**config.mk**
```make
export PLATFORM = sky130hd
export DESIGN_NAME = gsb_cell
export DESIGN_NICKNAME = d
export VERILOG_FILES = /design/src/rtl/gsb_pkg.sv /design/src/rtl/gsb_cell.sv
export SDC_FILE = /design/constraint.sdc
export NUM_CORES = 1
export LEC_CHECK = 0
export BUFFER_PORTS_ARGS = -buffer_cell sky130_fd_sc_hd__buf_2
export CAP_MARGIN = 30
export CORE_ASPECT_RATIO = 1.2
export CORE_UTILIZATION = 49
export DETAILED_ROUTE_END_ITERATION = 7
export HOLD_SLACK_MARGIN = 0.1
export PLACE_DENSITY = 0.9
export SLEW_MARGIN = 10
export SYNTH_ARGS = -nofsm -noshare
export SYNTH_HDL_FRONTEND = slang
export SYNTH_SLANG_ARGS = --single-unit
export TNS_END_PERCENT = 10
```
**constraint.sdc**
```tcl
create_clock -name i_clk -period 11.8 [get_ports i_clk]
set_clock_uncertainty 0.15 [all_clocks]
set_input_delay 0.59 -clock i_clk [delete_from_list [all_inputs] [get_ports i_clk]]
set_output_delay 0.59 -clock i_clk [all_outputs]
set_load 0.01 [all_outputs]
```
**src/rtl/gsb_pkg.sv**
```systemverilog
package gsb_pkg;

    localparam int unsigned VALUE_W   = 32;
    localparam int unsigned DEPTH_DEF = 64;

    // control shared by all cells of the chain
    typedef struct packed {
        logic insert;
        logic shift;
    } t_cell_ctl;

    // what a cell hands to its right-hand neighbor
    typedef struct packed {
        logic                      take;
        logic signed [VALUE_W-1:0] value;
    } t_link;

endpackage

```
**src/rtl/gsb_cell.sv**
```systemverilog
module gsb_cell
    import gsb_pkg::*;
(
    input  logic                      i_clk,
    input  t_cell_ctl                 i_ctl,
    input  logic signed [VALUE_W-1:0] i_x,
    input  logic                      i_occ,
    input  t_link                     i_left,
    input  logic signed [VALUE_W-1:0] i_right_value,
    output t_link                     o_link
);

    logic signed [VALUE_W-1:0] r_value;
    logic signed [VALUE_W-1:0] n_value;
    logic                      w_take;

    // empty cells act as +infinity; equal values stay ahead of the new one
    assign w_take = !i_occ || (r_value > i_x);

    always_comb begin
        n_value = r_value;
        if (i_ctl.insert) begin
            if (i_left.take) begin
                n_value = i_left.value;
            end else if (w_take) begin
                n_value = i_x;
            end
        end else if (i_ctl.shift) begin
            n_value = i_right_value;
        end
    end

    always_ff @(posedge i_clk) begin
        r_value <= n_value;
    end

    assign o_link.take  = w_take;
    assign o_link.value = r_value;

endmodule
```
== After elaboration in Yosys (flattened, before gate mapping) ==
Index checks and enable logic that the tools add are counted.

* Register bits: 32
* Latch bits: 0
* Memory bits (writable): 0
* Bits in read-only memories: 0
* Input port bits: 101
* Output and inout port bits: 33
* Word-level logic and storage cells: 11
* Memories: 0

* Add/sub/neg operators: 0
* Multiply operators: 0
* Divide/modulo/power cells: 0
* Magnitude comparators: 1
* Eq/ne operators: 1
* Shift-type cells: 0
* Mux-type cells: 4
* Bitwise gates (word level): 0
* Reductions and logical operators: 4

{| class="wikitable"
|+ Operator list
! cell !! number
|-
| $mux 32 || 4
|-
| $gt 32x32->1 || 1
|-
| $ne 3x1->1 const B || 1
|-
| $reduce_and 2->1 || 1
|-
| $reduce_bool 2->1 || 1
|-
| $logic_not 1->1 || 1
|-
| $logic_or 1x1->1 || 1
|}

== Logic depth before layout (Yosys ltp) ==
* Depth after elaboration: 5
* Mapped depth: 9
* Gate-level depth less buffers: 8

== Least setup slack after synthesis ==
No wires, ideal clock.

* Path type: input -> register
* Start: input i_x[31]
* End: register r_value[0] (enable)
* Library setup time: 0.461 ns
* Arrival time: 3.998 ns
* Required time: 11.189 ns
* Path slack: 7.190 ns
* Stages on the path: 7
* Buffers on the path: 0
* Cell sequence: inv_1 ha_1 nand4_4 nor4_4 nor3b_2 a2111oi_0 nor3_1

* Longest elaborated chain between the ends: 4

{| class="wikitable"
|+ RTL lines
! item !! line !! RTL
|-
| start, declared || gsb_cell.sv:6 || <nowiki>input logic signed [VALUE_W-1:0] i_x,</nowiki>
|-
| $gt 32x32->1 || gsb_cell.sv:18 || <nowiki>assign w_take = !i_occ || (r_value > i_x);</nowiki>
|-
| $logic_or 1x1->1 || gsb_cell.sv:18 ||
|-
| $ne 3x1->1 (no line) || -- ||
|-
| $reduce_and 2->1 (no line) || -- ||
|-
| end signal, assigned || gsb_cell.sv:34 || <nowiki>r_value <= n_value;</nowiki>
|-
| end, declared || gsb_cell.sv:13 || <nowiki>logic signed [VALUE_W-1:0] r_value;</nowiki>
|}

Every way passes these cells.
A chain may end at the register's enable or synchronous reset.

== Worst setup path after layout ==
* Start: input i_x[27]
* End: register r_value[14] (enable)

Same word-level chain as after synthesis.

==> flow_summary.yaml <==
outcome:
  status: "finished, final reports clean"
sta:
  relSlewSlack: 0.364
  fin_setup_tns_ns: 0
  setup_violations: 0
  setup_ws_ns: 8.61
  fmax_mhz: 313
  fin_crit_sh: 0.271
  slew_violations: 0
  rsz0062_at_grt: "no"
  hold_violations: 0
  tightest_slew_ns: 0.954
  holdWs_ns: 0.476
  min_period_ns: 3.19
floorplan:
  dieArea_sq_um: 5440
  core_area_sq_um: 4940
  rows: 28
  die_h_um: 80.6
  die-width_um: 67.5
  start_util: 0.511
  pin_count: 134
routing:
  first_pass_iters: 4
  routed_wl_mm: 6.04
  vias: 2453
  ant_nets: 0
  drt_iter0_drc: 44
  viasPerCell: 5.32
  drc: 0
  post_drt_wl_per_cell_um: 13.1
clock_network:
  root_buffer: "clkbuf_8"
  cts_tree: "done"
  clock_sinks: 32
  clk_pin_slew_ns: 0.06
  cts_resized: 0
  cts_setup_buffers: 0
  clockBufferDepth: 2
  h-tree-depth: 2
  ctsHoldBuffers: 0
  clkLatencyLatePin_ns: 0.28
  cts_buffers: 5
final_layout:
  design_area_sq_um: 3330
  largest_registers: "r_value: 32 flops"
  antenna_cells: 0
  final_common_cell: "buf_2"
  layout-drive-gt1-share: 0.364
  syn_to_final_growth_pct: 31.9
  final_cell_mix: "133 x buf_2, 46 x a21oi_1, 35 x inv_1"
  multi_input_area_sq_um: 1380
  top_register: "r_value"
  fillCellCount: 391
  regArea_sq_um: 961
  final_net_count: 534
  largest_reg_flops: 32
power:
  power_switching_mw: 0.100
  p_leak_nw: 1.73
  internal_power_mw: 0.229
  power_mw: 0.330
  clkPwrFrac: 0.231
  max-vdd-ir-drop_uv: 94.8
  p_per_area_nw_per_um2: 99.0
  combPwrFrac: 0.321
  p_sw_frac: 0.304
  sequentialPowerShare: 0.448
global_route:
  globalRouteOverflowTotal: 0
  grt_pass1_vias: 2363
  antenna_found_initial: 0
  grt.total_usage: 0.233
  grt_max_degree: 67
  grt_pass1_wl_mm: 9.70
flow_run:
  drv_cap: 0
synthesis:
  synth_edf_count: 32
  syn_area_sq_um: 2520
  synthCells: 270
  synth_warnings: 0
  ys_types: 27
  ys_async_sr_fraction: 0
  synth_seq_cells: 32
  syn_area_per_cell_sq_um: 9.34
  syn_nets: 403
  synthFlopType: "edfxtp_1"
  synth-seq-area-share: 0.381
worst_setup_path:
  reg2reg_depth: 7
  start_kind: "input port"
  crit_arrival_ns: 3.00
  criticalPathCategory: "input port to register"
  critPathCaptureType: "register"
  cp.required_ns: 11.61
  reg2reg_slack_ns: 8.61
  critPathMaxFanout: 15
place:
  gp_congestion: 0.750
  place_area_sq_um: 3230
  portBuffers: 133
  dp_slack_ns: 8.32
  hpwl_mm: 4.94
hold_path:
  hold_depth: 3
  hold_path_class: "input port to register"
## synthesized netlist by cell type (all sizes together), types with 2 or more instances
| cell | number | area [sq um] |
|---|---|---|
| a211oi | 2 | 15.0 |
| a21oi | 46 | 230 |
| buf | 4 | 22.5 |
| clkbuf | 8 | 30.0 |
| edfxtp | 32 | 961 |
| ha | 32 | 400 |
| inv | 35 | 131 |
| mux2i | 32 | 320 |
| nand2 | 9 | 33.8 |
| nand3 | 6 | 30.0 |
| nand4 | 9 | 71.3 |
| nor2 | 34 | 128 |
| nor3 | 3 | 15.0 |
| nor4 | 2 | 27.5 |
| o21ai | 7 | 35.0 |
## final timing paths
kind,to,startpoint
worst min-delay path,r_value[21]$_DFFE_PP_,i_right_value[21]
worst max register to register,r_value[14]$_DFFE_PP_,r_value[27]$_DFFE_PP_
worst max-delay path,r_value[14]$_DFFE_PP_,i_x[27]
worst min register to register,r_value[8]$_DFFE_PP_,r_value[31]$_DFFE_PP_
## critical path: stages
cell       delay, ns
buf_2           0.09
inv_1           0.04
ha_1            0.32
nand4_1         0.23
nor4_4          0.37
nor3b_2         0.25
a2111oi_0       0.11
nor3_2          0.64
buf_4           0.36
## power groups by stage
| stage | clock, mW | sequential [mW] | combinational, mW |
|---|---|---|---|
| 6_report | 0.0763 | 0.148 | 0.106 |
| 5_1_grt | 0.0823 | 0.149 | 0.119 |
| 4_1_cts | 0.0785 | 0.148 | 0.106 |
| 3_5_place_dp | 0 | 0.150 | 0.105 |
| 3_3_place_gp | 0 | 0.150 | 0.101 |
| 2_1_floorplan | 0 | 0.156 | 0.0554 |
## layer usage
layer	track usage	wire length (um)	vias up
li1	-	-	1231
met1	0.251	2270	1120
met2	0.427	3260	88
met3	0.0526	371	14
met4	0.0915	128	0
met5	0	0	-
## final cells by class
class	instances	area share
multi-input combinational	191	0.415
sequential	32	0.289
timing repair buffer	136	0.211
inverter	35	0.0395
tap	60	0.0226
clock buffer	6	0.0218
clock inverter	1	0.00150
## through the flow
step	util	instances
after global routing	0.674	461
after CTS	0.670	460
after global placement	0.654	453
after floorplan	-	270
after detailed placement	0.654	453
final	0.674	461
## kinds of logic (layout without fill, tap and decap cells)
logic type,Yosys count,count (layout),share of synthesized area
AND/OR/NAND/NOR,67,67,0.133
AO/OA/AOI/OAI,60,60,0.127
buffers and inverters,47,178,0.0729
adder cells (fa/ha/maj),32,32,0.159
multiplexers,32,32,0.127
flip-flops,32,32,0.381
Power figures use the tool's default switching activity.
